$ cat config.mk
export PLATFORM = sky130hd
export DESIGN_NAME = sd_card_spi_host_controller
export DESIGN_NICKNAME = d
export VERILOG_FILES = /design/src/rtl/core/sdspi_pkg.sv /design/src/rtl/core/sdspi_regs.sv /design/src/rtl/core/sd_card_spi_host_controller.sv
export SDC_FILE = /design/constraint.sdc
export NUM_CORES = 1
export LEC_CHECK = 0
export BUFFER_PORTS_ARGS = -buffer_cell sky130_fd_sc_hd__buf_2
export CAP_MARGIN = 20
export CORE_MARGIN = 8
export CORE_UTILIZATION = 30
export CTS_CLUSTER_DIAMETER = 40
export DETAILED_ROUTE_END_ITERATION = 6
export PLACE_DENSITY_LB_ADDON = 0.12
export SYNTH_ARGS = -nofsm -noshare
export SYNTH_HDL_FRONTEND = slang
export SYNTH_HIERARCHICAL = 1
export SYNTH_SLANG_ARGS = --single-unit
$ cat constraint.sdc
create_clock -name clk -period 3.8 [get_ports clk]
set_input_delay 0.76 -clock clk [delete_from_list [all_inputs] [get_ports clk]]
set_output_delay 0.76 -clock clk [all_outputs]
set_load 0.02 [all_outputs]
$ cat src/rtl/core/sdspi_pkg.sv
// ----------------------------------------------------------------------------
// sdspi_pkg
// shared types and constants for the sd card spi-mode host sequencer
// ----------------------------------------------------------------------------
`default_nettype none

package sdspi_pkg;

  localparam int unsigned SectorBytes = 512;
  localparam int unsigned ByteCntW    = $clog2(SectorBytes) + 1;

  localparam logic [1:0] CMD_INIT  = 2'd0;
  localparam logic [1:0] CMD_READ  = 2'd1;
  localparam logic [1:0] CMD_WRITE = 2'd2;
  localparam logic [1:0] CMD_REPLY = 2'd3;

  localparam logic [2:0] ST_OK       = 3'd0;
  localparam logic [2:0] ST_NOT_RDY  = 3'd1;
  localparam logic [2:0] ST_REJECT   = 3'd2;
  localparam logic [2:0] ST_TOKEN_TO = 3'd3;
  localparam logic [2:0] ST_WR_FAULT = 3'd4;
  localparam logic [2:0] ST_INIT_ERR = 3'd5;

  localparam logic [5:0] SD_CMD0  = 6'd0;
  localparam logic [5:0] SD_CMD8  = 6'd8;
  localparam logic [5:0] SD_CMD17 = 6'd17;
  localparam logic [5:0] SD_CMD24 = 6'd24;
  localparam logic [5:0] SD_CMD41 = 6'd41;
  localparam logic [5:0] SD_CMD55 = 6'd55;
  localparam logic [5:0] SD_CMD58 = 6'd58;

  localparam logic [2:0] REG_READY_POLL = 3'd0;
  localparam logic [2:0] REG_REPLY_POLL = 3'd1;
  localparam logic [2:0] REG_RESET_ATT  = 3'd2;
  localparam logic [2:0] REG_OPCOND_ATT = 3'd3;
  localparam logic [2:0] REG_TOKEN_POLL = 3'd4;
  localparam logic [2:0] REG_BUSY_POLL  = 3'd5;
  localparam logic [2:0] REG_POWER_UP   = 3'd6;

  typedef enum logic [13:0] {
    PH_IDLE  = 14'h0001,
    PH_PWR   = 14'h0002,
    PH_RDY   = 14'h0004,
    PH_FRM   = 14'h0008,
    PH_R1    = 14'h0010,
    PH_TAIL  = 14'h0020,
    PH_TOK   = 14'h0040,
    PH_RDAT  = 14'h0080,
    PH_RCRC  = 14'h0100,
    PH_WTOK  = 14'h0200,
    PH_WDAT  = 14'h0400,
    PH_WCRC  = 14'h0800,
    PH_WRESP = 14'h1000,
    PH_BUSY  = 14'h2000
  } phase_t;

  typedef struct packed {
    logic [15:0] ready_poll;
    logic [7:0]  reply_poll;
    logic [7:0]  reset_att;
    logic [15:0] opcond_att;
    logic [15:0] token_poll;
    logic [15:0] busy_poll;
    logic [7:0]  power_up;
  } cfg_t;

  typedef struct packed {
    logic [7:0] mosi_byte;
    logic       exchange;
    logic       chip_select_n;
    logic [7:0] read_data;
    logic       read_valid;
    logic       done_res;
    logic [2:0] status;
    logic       card_ready;
    logic       high_capacity;
  } res_t;

  function automatic logic [15:0] lim16(input logic [15:0] v);
    return (v == '0) ? 16'd1 : v;
  endfunction

endpackage

`default_nettype wire

$ cat src/rtl/core/sdspi_regs.sv
// ----------------------------------------------------------------------------
// sdspi_regs
// apb-style configuration registers for the sequencer limits
// ----------------------------------------------------------------------------
`default_nettype none

module sdspi_regs
  import sdspi_pkg::*;
(
  input  wire logic        clk,
  input  wire logic        rst_n,
  input  wire logic        psel,
  input  wire logic        penable,
  input  wire logic        pwrite,
  input  wire logic [4:0]  paddr,
  input  wire logic [31:0] pwdata,
  output logic      [31:0] prdata,
  output logic             pready,
  output cfg_t             cfg
);

  cfg_t       cfg_r;
  logic [2:0] idx;

  assign idx    = paddr[4:2];
  assign pready = 1'b1;
  assign cfg    = cfg_r;

  always_ff @(posedge clk) begin
    if (!rst_n) begin
      cfg_r.ready_poll <= 16'd500;
      cfg_r.reply_poll <= 8'd50;
      cfg_r.reset_att  <= 8'd10;
      cfg_r.opcond_att <= 16'd1000;
      cfg_r.token_poll <= 16'd8000;
      cfg_r.busy_poll  <= 16'd1000;
      cfg_r.power_up   <= 8'd25;
    end else if (psel && penable && pwrite) begin
      case (idx)
        REG_READY_POLL: cfg_r.ready_poll <= pwdata[15:0];
        REG_REPLY_POLL: cfg_r.reply_poll <= pwdata[7:0];
        REG_RESET_ATT:  cfg_r.reset_att  <= pwdata[7:0];
        REG_OPCOND_ATT: cfg_r.opcond_att <= pwdata[15:0];
        REG_TOKEN_POLL: cfg_r.token_poll <= pwdata[15:0];
        REG_BUSY_POLL:  cfg_r.busy_poll  <= pwdata[15:0];
        REG_POWER_UP:   cfg_r.power_up   <= pwdata[7:0];
        default: ;
      endcase
    end
  end

  always_comb begin
    case (idx)
      REG_READY_POLL: prdata = {16'd0, cfg_r.ready_poll};
      REG_REPLY_POLL: prdata = {24'd0, cfg_r.reply_poll};
      REG_RESET_ATT:  prdata = {24'd0, cfg_r.reset_att};
      REG_OPCOND_ATT: prdata = {16'd0, cfg_r.opcond_att};
      REG_TOKEN_POLL: prdata = {16'd0, cfg_r.token_poll};
      REG_BUSY_POLL:  prdata = {16'd0, cfg_r.busy_poll};
      REG_POWER_UP:   prdata = {24'd0, cfg_r.power_up};
      default:        prdata = 32'd0;
    endcase
  end

endmodule

`default_nettype wire

$ cat src/rtl/core/sd_card_spi_host_controller.sv
// ----------------------------------------------------------------------------
// sd_card_spi_host_controller
// spi-mode sd card host sequencer: one spi byte exchange decided per item
// ----------------------------------------------------------------------------
// result: an accepted item's result item is registered and presented in the cycle after it is taken
// throughput: one item per cycle while the result register is not stalled; the sequencer step is one combinational pass
// the result register stalls independently; an item is taken while out is empty
// or being taken in the same cycle
// reset: synchronous active-low rst_n; idle phase, flags clear, limits at defaults
`default_nettype none

module sd_card_spi_host_controller
  import sdspi_pkg::*;
(
  input  wire logic        clk,
  input  wire logic        rst_n,
  input  wire logic        in_valid,
  output logic             in_stall,
  input  wire logic [1:0]  in_cmd,
  input  wire logic [7:0]  in_drive_index,
  input  wire logic [31:0] in_sector,
  input  wire logic [7:0]  in_sector_count,
  input  wire logic [7:0]  in_miso_byte,
  input  wire logic [7:0]  in_write_byte,
  output logic             out_valid,
  input  wire logic        out_stall,
  output logic [7:0]       out_mosi_byte,
  output logic             out_exchange,
  output logic             out_chip_select_n,
  output logic [7:0]       out_read_data,
  output logic             out_read_valid,
  output logic             out_done_res,
  output logic [2:0]       out_status,
  output logic             out_card_ready,
  output logic             out_high_capacity,
  input  wire logic        psel,
  input  wire logic        penable,
  input  wire logic        pwrite,
  input  wire logic [4:0]  paddr,
  input  wire logic [31:0] pwdata,
  output logic      [31:0] prdata,
  output logic             pready
);

  cfg_t cfg;

  sdspi_regs u_regs (
    .clk     (clk),
    .rst_n   (rst_n),
    .psel    (psel),
    .penable (penable),
    .pwrite  (pwrite),
    .paddr   (paddr),
    .pwdata  (pwdata),
    .prdata  (prdata),
    .pready  (pready),
    .cfg     (cfg)
  );

  phase_t               phase_r, phase_nxt;
  logic [2:0]           frame_r, frame_nxt;
  logic [5:0]           pcmd_r, pcmd_nxt;
  logic [31:0]          parg_r, parg_nxt;
  logic [15:0]          poll_r, poll_nxt;
  logic [15:0]          att_r, att_nxt;
  logic [ByteCntW-1:0]  bcnt_r, bcnt_nxt;
  logic [31:0]          shift_r, shift_nxt;
  logic                 v2_r, v2_nxt, ccs_r, ccs_nxt, rdy_r, rdy_nxt;
  logic [31:0]          csec_r, csec_nxt;
  logic [7:0]           left_r, left_nxt;
  res_t                 res_r, res;
  logic                 out_valid_r;
  logic                 take;

  assign in_stall = out_valid_r && out_stall;
  assign take     = in_valid && !in_stall;

  logic [15:0] poll_inc;
  logic [15:0] att_inc;
  logic [ByteCntW-1:0] bcnt_inc;
  logic [31:0] sec_inc;
  logic [7:0]  left_dec;
  logic [7:0]  r1;

  assign poll_inc = poll_r + 16'd1;
  assign att_inc  = att_r + 16'd1;
  assign bcnt_inc = bcnt_r + 1'b1;
  assign sec_inc  = csec_r + 32'd1;
  assign left_dec = left_r - 8'd1;

  function automatic logic [7:0] frame_byte(input logic [2:0] i, input logic [5:0] c,
                                            input logic [31:0] a);
    case (i)
      3'd0:    return {2'b01, c};
      3'd1:    return a[31:24];
      3'd2:    return a[23:16];
      3'd3:    return a[15:8];
      3'd4:    return a[7:0];
      default: return (c == SD_CMD0) ? 8'h95 : ((c == SD_CMD8) ? 8'h87 : 8'h01);
    endcase
  endfunction

  always_comb begin
    phase_nxt = phase_r; frame_nxt = frame_r; pcmd_nxt = pcmd_r; parg_nxt = parg_r;
    poll_nxt = poll_r; att_nxt = att_r; bcnt_nxt = bcnt_r; shift_nxt = shift_r;
    v2_nxt = v2_r; ccs_nxt = ccs_r; rdy_nxt = rdy_r; csec_nxt = csec_r;
    left_nxt = left_r;
    r1 = 8'hFF;
    res = '0;
    res.mosi_byte = 8'hFF;
    res.chip_select_n = 1'b1;

    if (in_cmd != CMD_REPLY) begin
      phase_nxt = PH_IDLE;
      if (in_drive_index != 8'd0) begin
        res.done_res = 1'b1; res.status = ST_NOT_RDY;
      end else if (in_cmd == CMD_INIT) begin
        rdy_nxt = 1'b0; ccs_nxt = 1'b0; v2_nxt = 1'b0;
        phase_nxt = PH_PWR; poll_nxt = '0;
        res.exchange = 1'b1;
      end else if (!rdy_r) begin
        res.done_res = 1'b1; res.status = ST_NOT_RDY;
      end else if (in_sector_count == 8'd0) begin
        res.done_res = 1'b1; res.status = ST_OK;
      end else begin
        csec_nxt = in_sector; left_nxt = in_sector_count;
        pcmd_nxt = (in_cmd == CMD_READ) ? SD_CMD17 : SD_CMD24;
        parg_nxt = ccs_r ? in_sector : {in_sector[22:0], 9'd0};
        phase_nxt = PH_RDY; poll_nxt = '0;
        res.exchange = 1'b1; res.chip_select_n = 1'b0;
      end
    end else begin
      // default for continuing phases: exchange 0xff with card selected
      res.exchange = 1'b1; res.chip_select_n = 1'b0;
      case (phase_r)
        PH_PWR: begin
          poll_nxt = poll_inc;
          if (poll_inc < lim16({8'd0, cfg.power_up})) begin
            res.chip_select_n = 1'b1;
          end else begin
            att_nxt = '0; pcmd_nxt = SD_CMD0; parg_nxt = '0;
            phase_nxt = PH_RDY; poll_nxt = '0;
          end
        end
        PH_RDY: begin
          poll_nxt = poll_inc;
          if (in_miso_byte == 8'hFF || poll_inc >= lim16(cfg.ready_poll)) begin
            phase_nxt = PH_FRM; frame_nxt = 3'd0;
            res.mosi_byte = frame_byte(3'd0, pcmd_r, parg_r);
          end
        end
        PH_FRM: begin
          frame_nxt = frame_r + 3'd1;
          if (frame_r < 3'd5) begin
            res.mosi_byte = frame_byte(frame_r + 3'd1, pcmd_r, parg_r);
          end else begin
            phase_nxt = PH_R1; poll_nxt = '0;
          end
        end
        PH_R1: begin
          poll_nxt = poll_inc;
          if (!in_miso_byte[7] || poll_inc >= lim16({8'd0, cfg.reply_poll})) begin
            r1 = in_miso_byte[7] ? 8'hFF : in_miso_byte;
            case (pcmd_r)
              SD_CMD0: begin
                if (r1 == 8'h01) begin
                  pcmd_nxt = SD_CMD8; parg_nxt = 32'h1AA; phase_nxt = PH_RDY;
                  poll_nxt = '0;
                end else begin
                  att_nxt = att_inc;
                  if (att_inc >= lim16({8'd0, cfg.reset_att})) begin
                    phase_nxt = PH_IDLE; res.done_res = 1'b1; res.status = ST_INIT_ERR;
                  end else begin
                    pcmd_nxt = SD_CMD0; parg_nxt = '0; phase_nxt = PH_RDY;
                    poll_nxt = '0;
                  end
                end
              end
              SD_CMD8: begin
                if (r1 == 8'h01) begin
                  phase_nxt = PH_TAIL; bcnt_nxt = '0; shift_nxt = '0;
                end else if (r1 == 8'h05) begin
                  v2_nxt = 1'b0; att_nxt = '0; pcmd_nxt = SD_CMD55; parg_nxt = '0;
                  phase_nxt = PH_RDY; poll_nxt = '0;
                end else begin
                  phase_nxt = PH_IDLE; res.done_res = 1'b1; res.status = ST_INIT_ERR;
                end
              end
              SD_CMD55, SD_CMD41: begin
                if (pcmd_r == SD_CMD55 && r1 <= 8'h01) begin
                  pcmd_nxt = SD_CMD41; parg_nxt = v2_r ? 32'h4000_0000 : 32'd0;
                  phase_nxt = PH_RDY; poll_nxt = '0;
                end else if (pcmd_r == SD_CMD41 && r1 == 8'h00) begin
                  if (v2_r) begin
                    pcmd_nxt = SD_CMD58; parg_nxt = '0; phase_nxt = PH_RDY;
                    poll_nxt = '0;
                  end else begin
                    ccs_nxt = 1'b0; rdy_nxt = 1'b1; phase_nxt = PH_IDLE;
                    res.done_res = 1'b1; res.status = ST_OK;
                  end
                end else if (pcmd_r == SD_CMD41 && r1 != 8'h01) begin
                  phase_nxt = PH_IDLE; res.done_res = 1'b1; res.status = ST_INIT_ERR;
                end else begin
                  att_nxt = att_inc;
                  if (att_inc >= lim16(cfg.opcond_att)) begin
                    phase_nxt = PH_IDLE; res.done_res = 1'b1;
                    res.status = ST_INIT_ERR;
                  end else begin
                    pcmd_nxt = SD_CMD55; parg_nxt = '0; phase_nxt = PH_RDY;
                    poll_nxt = '0;
                  end
                end
              end
              SD_CMD58: begin
                if (r1 == 8'h00) begin
                  phase_nxt = PH_TAIL; bcnt_nxt = '0; shift_nxt = '0;
                end else begin
                  ccs_nxt = 1'b0; rdy_nxt = 1'b1; phase_nxt = PH_IDLE;
                  res.done_res = 1'b1; res.status = ST_OK;
                end
              end
              SD_CMD17, SD_CMD24: begin
                if (r1 != 8'h00) begin
                  phase_nxt = PH_IDLE; res.done_res = 1'b1; res.status = ST_REJECT;
                end else if (pcmd_r == SD_CMD17) begin
                  phase_nxt = PH_TOK; poll_nxt = '0;
                end else begin
                  phase_nxt = PH_WTOK; res.mosi_byte = 8'hFE;
                end
              end
              default: begin
                phase_nxt = PH_IDLE; res.done_res = 1'b1; res.status = ST_INIT_ERR;
              end
            endcase
          end
        end
        PH_TAIL: begin
          shift_nxt = {shift_r[23:0], in_miso_byte};
          bcnt_nxt = bcnt_inc;
          if (bcnt_inc >= ByteCntW'(4)) begin
            if (pcmd_r == SD_CMD8) begin
              if (in_miso_byte != 8'hAA) begin
                phase_nxt = PH_IDLE; res.done_res = 1'b1; res.status = ST_INIT_ERR;
              end else begin
                v2_nxt = 1'b1; att_nxt = '0; pcmd_nxt = SD_CMD55; parg_nxt = '0;
                phase_nxt = PH_RDY; poll_nxt = '0;
              end
            end else begin
              ccs_nxt = shift_r[22]; rdy_nxt = 1'b1; phase_nxt = PH_IDLE;
              res.done_res = 1'b1; res.status = ST_OK;
            end
          end
        end
        PH_TOK: begin
          poll_nxt = poll_inc;
          if (in_miso_byte == 8'hFE) begin
            phase_nxt = PH_RDAT; bcnt_nxt = '0;
          end else if (poll_inc >= lim16(cfg.token_poll)) begin
            phase_nxt = PH_IDLE; res.done_res = 1'b1; res.status = ST_TOKEN_TO;
          end
        end
        PH_RDAT: begin
          res.read_data = in_miso_byte; res.read_valid = 1'b1;
          bcnt_nxt = bcnt_inc;
          if (bcnt_inc >= ByteCntW'(SectorBytes)) begin
            phase_nxt = PH_RCRC; bcnt_nxt = '0;
          end
        end
        PH_WTOK: begin
          phase_nxt = PH_WDAT; bcnt_nxt = '0; res.mosi_byte = in_write_byte;
        end
        PH_WDAT: begin
          bcnt_nxt = bcnt_inc;
          if (bcnt_inc < ByteCntW'(SectorBytes)) begin
            res.mosi_byte = in_write_byte;
          end else begin
            phase_nxt = PH_WCRC; bcnt_nxt = '0;
          end
        end
        PH_RCRC, PH_WCRC: begin
          bcnt_nxt = bcnt_inc;
          if (bcnt_inc >= ByteCntW'(2)) begin
            if (phase_r == PH_WCRC) begin
              phase_nxt = PH_WRESP;
            end else begin
              csec_nxt = sec_inc; left_nxt = left_dec;
              if (left_dec == 8'd0) begin
                phase_nxt = PH_IDLE; res.exchange = 1'b0; res.chip_select_n = 1'b1;
                res.done_res = 1'b1; res.status = ST_OK;
              end else begin
                parg_nxt = ccs_r ? sec_inc : {sec_inc[22:0], 9'd0};
                phase_nxt = PH_RDY; poll_nxt = '0;
              end
            end
          end
        end
        PH_WRESP: begin
          if (in_miso_byte[4:0] != 5'h05) begin
            phase_nxt = PH_IDLE; res.done_res = 1'b1; res.status = ST_WR_FAULT;
          end else begin
            phase_nxt = PH_BUSY; poll_nxt = '0;
          end
        end
        PH_BUSY: begin
          poll_nxt = poll_inc;
          if (in_miso_byte != 8'h00) begin
            csec_nxt = sec_inc; left_nxt = left_dec;
            if (left_dec == 8'd0) begin
              phase_nxt = PH_IDLE; res.done_res = 1'b1; res.status = ST_OK;
            end else begin
              parg_nxt = ccs_r ? sec_inc : {sec_inc[22:0], 9'd0};
              phase_nxt = PH_RDY; poll_nxt = '0;
            end
          end else if (poll_inc >= lim16(cfg.busy_poll)) begin
            phase_nxt = PH_IDLE; res.done_res = 1'b1; res.status = ST_WR_FAULT;
          end
        end
        default: begin
          // reply with nothing pending is ignored
          res.exchange = 1'b0; res.chip_select_n = 1'b1;
        end
      endcase
      if (res.done_res) begin
        res.exchange = 1'b0; res.chip_select_n = 1'b1; res.mosi_byte = 8'hFF;
      end
    end
    res.card_ready = rdy_nxt;
    res.high_capacity = ccs_nxt;
  end

  always_ff @(posedge clk) begin
    if (!rst_n) begin
      phase_r <= PH_IDLE; frame_r <= '0; pcmd_r <= '0; parg_r <= '0;
      poll_r <= '0; att_r <= '0; bcnt_r <= '0; shift_r <= '0;
      v2_r <= 1'b0; ccs_r <= 1'b0; rdy_r <= 1'b0; csec_r <= '0; left_r <= '0;
      out_valid_r <= 1'b0;
    end else begin
      if (take) begin
        phase_r <= phase_nxt; frame_r <= frame_nxt; pcmd_r <= pcmd_nxt;
        parg_r <= parg_nxt; poll_r <= poll_nxt; att_r <= att_nxt;
        bcnt_r <= bcnt_nxt; shift_r <= shift_nxt; v2_r <= v2_nxt;
        ccs_r <= ccs_nxt; rdy_r <= rdy_nxt; csec_r <= csec_nxt; left_r <= left_nxt;
        out_valid_r <= 1'b1;
      end else if (!out_stall) begin
        out_valid_r <= 1'b0;
      end
    end
  end

  always_ff @(posedge clk) begin
    if (take) res_r <= res;
  end

  assign out_valid         = out_valid_r;
  assign out_mosi_byte     = res_r.mosi_byte;
  assign out_exchange      = res_r.exchange;
  assign out_chip_select_n = res_r.chip_select_n;
  assign out_read_data     = res_r.read_data;
  assign out_read_valid    = res_r.read_valid;
  assign out_done_res      = res_r.done_res;
  assign out_status        = res_r.status;
  assign out_card_ready    = res_r.card_ready;
  assign out_high_capacity = res_r.high_capacity;

  a_done_no_xchg: assert property (@(posedge clk) disable iff (!rst_n)
    out_valid && out_done_res |-> !out_exchange && out_chip_select_n)
    else $error("done with exchange");

  a_status_only_done: assert property (@(posedge clk) disable iff (!rst_n)
    out_valid && !out_done_res |-> out_status == ST_OK)
    else $error("status without done");

  a_hold_stalled: assert property (@(posedge clk) disable iff (!rst_n)
    out_valid && out_stall |=> out_valid && $stable(out_mosi_byte))
    else $error("result lost under stall");

  a_rd_in_xfer: assert property (@(posedge clk) disable iff (!rst_n)
    out_valid && out_read_valid |-> out_exchange && !out_chip_select_n)
    else $error("read byte outside transfer");

endmodule

`default_nettype wire

==> impl_metrics.toml <==
[synth]
yosys_warnings = 6
synthAdderAreaFrac_pct = 7.07
synthArstFlopShare_pct = 0
yosysTopAreaCellShare_pct = 25.5
synth_compound_area_share_pct = 21.4
synth-xor-area-share_pct = 3.17
synth-simple-area-share_pct = 24.0
synth_common_cells = "nand2_1, dfxtp_1, nor2_1"
synth_top_family_by_area = "simple AND/OR/NAND/NOR gates"
netlist_instances = 2341
netlist_area_sq_um = 18200
yosysMostFrequentCell = "nand2_1"
avgSynthCellArea_sq_um = 7.79
synth_top_cell_by_area = "dfxtp_1"
synth-seq-area-share_pct = 29.6
synthFlopType = "dfxtp_1"
synth.area.top_cells = "dfxtp_1, mux2i_1, ha_1"
synth_edf_count = 25
muxShareOfSynthArea_pct = 7.59
ys_types = 98
yosys_register_bits = 257

[worst_setup_path]
crit_path_end_kind = "register"
worst-path-max-fanout = 6
critPathKind = "reg2reg"
cpPeakStageDelay_ns = 0.34
crit_top_cell = "buf_4"
cp.required_ns = 4.33
r2r_setup_slack_ns = 0.04
cp_cell_sequence = "ha_2 > nand4_1 > buf_6 > buf_4 > nor3b_4 > xor2_2 > ha_1 > and3_4 > and3_4 > buf_4 > nand4_1 > a31o_4 > buf_4 > buf_4 > a221oi_2 > a32o_2 > buf_12 > clkbuf_16 > nand3_1 > o21ai_1"
cp-endpoint = "phase_r[6]$_SDFFE_PN0P_"
reg2reg_to = "phase_r[6]$_SDFFE_PN0P_"
crit_arrival_ns = 4.29
slowest_stage = "dfxtp_2"
worstRegToRegCells = 20
startpoint = "poll_r[0]$_SDFFE_PN0P_"
startpoint_type = "register"
r2r-start = "poll_r[0]$_SDFFE_PN0P_"

[timing]
rsz0062_at_grt = "yes"
worst_pin_slew_ns = 0.876
fin_crit_sh_pct = 99.0
clock.fmax_ghz = 0.266
finalMaxSlewViolations = 0
setup_viol_count_final = 0
fin_skew_ns = 0.0260
setup_tns_ns = 0
setup_ws_ns = 0.0361
hold_viol = 0
slew-limit-headroom_pct = 41.0
fin_crit_ns = 3.76

[placed_design]
port_buffers = 134
place.gp.congestion = 0.925
preCtsSetupSlack_ns = -0.182
hpwl_mm = 54.5

[power_and_ir_drop]
power_leakage_nw = 9.69
peakVddDrop_v = 0.000350
power.density_nw_per_um2 = 372

[cts]
cts_made_buffers = 60
cts.path.max_buffers = 3
cts_root_buf = "clkbuf_16"
cts_tree = "built"
cts_sinks = 257
clock_latency_ns = 0.62
cts_max_level = 2
path_clk_slew_ns = 0.05
hold_buffers = 0

[job]
drv_cap = 0

[routing]
routedWlPerCell_microns = 21.0
drc_errors = 0
ant_nets = 0
drt-initial-drc-count = 1257
dr.pass1.iters = 7
route.vias.total = 18600
vias_per_cell = 5.44
totalWireLength_mm = 72.0

[grt]
grt_max_degree = 69
gr-total-overflow = 0
grt_pass1_vias = 18400
grt_use_total_pct = 19.9
grt_pass1_wl_mm = 110
grt_antenna_before_repair = 2

[cells_and_area]
multi_input_area_sq_um = 12100
syn_to_final_growth_pct = 29.3
n_fill_cell = 6184
insertedDiodeCount = 0
drive_above_1_share_pct = 21.9
nNetsFinal = 2811
register_area_sq_um = 5400

[floorplanning]
initial_utilization_pct = 30.3
die_h_microns = 263
die_x_microns = 263
core_area_sq_um = 60200
fp.dieArea_sq_um = 68900
row_count = 90
ioPinCount = 170

[run_status]
status = "complete, no violations"

[worst_hold_path]
worstHoldPathType = "in2reg"
-- power by group --
| group | total [W] | switching [W] | internal, W |
|---|---|---|---|
| sequential | 0.00279 | 0.0000218 | 0.00277 |
| clock | 0.00531 | 0.00183 | 0.00347 |
| combinational | 0.000673 | 0.000442 | 0.000232 |
| total | 0.00877 | 0.00230 | 0.00647 |
-- through the flow --
| stage | cells | area (sq um) | util, % | hold slack (ns) | power (W) |
|---|---|---|---|---|---|
| after floorplan | 2356 | 18300 | - | 0.436 | 0.00321 |
| after global placement | 3299 | 20800 | 34.5 | 0.448 | 0.00348 |
| after detailed placement | 3299 | 20800 | 34.5 | 0.462 | 0.00348 |
| after CTS | 3413 | 23000 | 38.2 | 0.340 | 0.00885 |
| after global routing | 3430 | 23600 | 39.1 | 0.365 | 0.00907 |
| final | 3430 | 23600 | 39.1 | 0.385 | 0.00877 |
-- what timing repair did --
action                     in CTS  in global routing
buffers inserted                2                 13
gates cloned                    0                  4
resized for setup              25                 83
pin swaps                      14                 37
setup endpoints to repair      22                115
-- layout by cell type, fill, tap and decap left out, types with 11 or more instances in the layout --
master,Yosys,routed
nand2_1,236,235
dfxtp_1,232,225
nor2_1,214,207
buf_4,23,190
a21oi_1,186,180
mux2i_1,136,136
buf_2,30,134
inv_1,134,133
o21ai_0,130,120
ha_1,103,96
nand3_1,87,84
clkbuf_16,0,62
nor3_1,57,51
nand4_1,45,45
xnor2_1,46,44
a211oi_1,43,38
o211ai_1,34,34
nor4_1,37,32
nor2b_1,31,31
and3_1,33,30
edfxtp_1,25,25
nand3b_1,22,22
nand2b_1,19,19
conb_1,2,17
a21o_1,16,16
a221oi_1,17,16
xor2_1,20,15
o22ai_1,15,15
a31oi_1,17,15
clkinvlp_4,0,14
o21a_1,12,12
buf_12,0,12
and4_1,12,11
a222oi_1,11,11
buf_6,6,11
-- worst min-delay path by stage --
stage	startpoint	to	slack (ns)	cells past startpoint
2_1_floorplan	parg_r[5]$_SDFFE_PN0P_	parg_r[5]$_SDFFE_PN0P_	0.44	2
3_3_place_gp	parg_r[31]$_SDFFE_PN0P_	parg_r[31]$_SDFFE_PN0P_	0.45	2
3_5_place_dp	shift_r[14]$_SDFFE_PN0P_	shift_r[22]$_SDFFE_PN0P_	0.46	2
4_1_cts	in_valid	out_valid$_SDFFE_PN0P_	0.34	2
5_1_grt	in_valid	out_valid$_SDFFE_PN0P_	0.37	2
6_report	in_valid	out_valid$_SDFFE_PN0P_	0.38	2
-- layout make-up --
type / instances / area share (%)
tap: 782 / 4.15
timing repair buffer: 349 / 10.7
sequential: 257 / 22.9
multi-input combinational: 1794 / 51.2
clock buffer: 70 / 6.87
inverter: 136 / 2.18
clock inverter: 42 / 2.08
-- worst max-delay path, delay by kind of cell, from the launching register on --
family	cells	cell delay, ns
simple gates	6	0.89
buf+inv	7	0.95
fa+ha+maj	2	0.48
compound gates	4	0.91
xor+xnor	1	0.12
flops	1	0.34
-- routing by layer --
layer  share of wire (%)  track usage [%]  wire [microns]  up-vias
li1                    -                -               -     9021
met1                  45             25.5           32200     8914
met2                  46             32.6           33200      574
met3                 5.5             3.62            3950      135
met4                 3.5             8.18            2490        4
met5               0.031                0              22        -
-- flip-flops by register name, indices dropped and copies added (netlist names), 3 cells and up --
signal         cells
csec_r            32
parg_r            32
frame_r            3
bcnt_r            10
u_regs/cfg        88
phase_r           14
out_mosi_byte      8
pcmd_r             6
att_r             16
shift_r            3
out_status         3
poll_r            16
out_read_data      8
left_r             8
-- cell families (layout without fill, tap and decap cells) --
family	Yosys count	count (layout)
AO/OA/AOI/OAI	598	598
adder cells (fa/ha/maj)	103	103
buffers and inverters	305	597
multiplexers	138	138
other	2	17
flip-flops	257	257
XOR/XNOR	66	66
AND/OR/NAND/NOR	872	872
(Power assumes the default switching activity.)
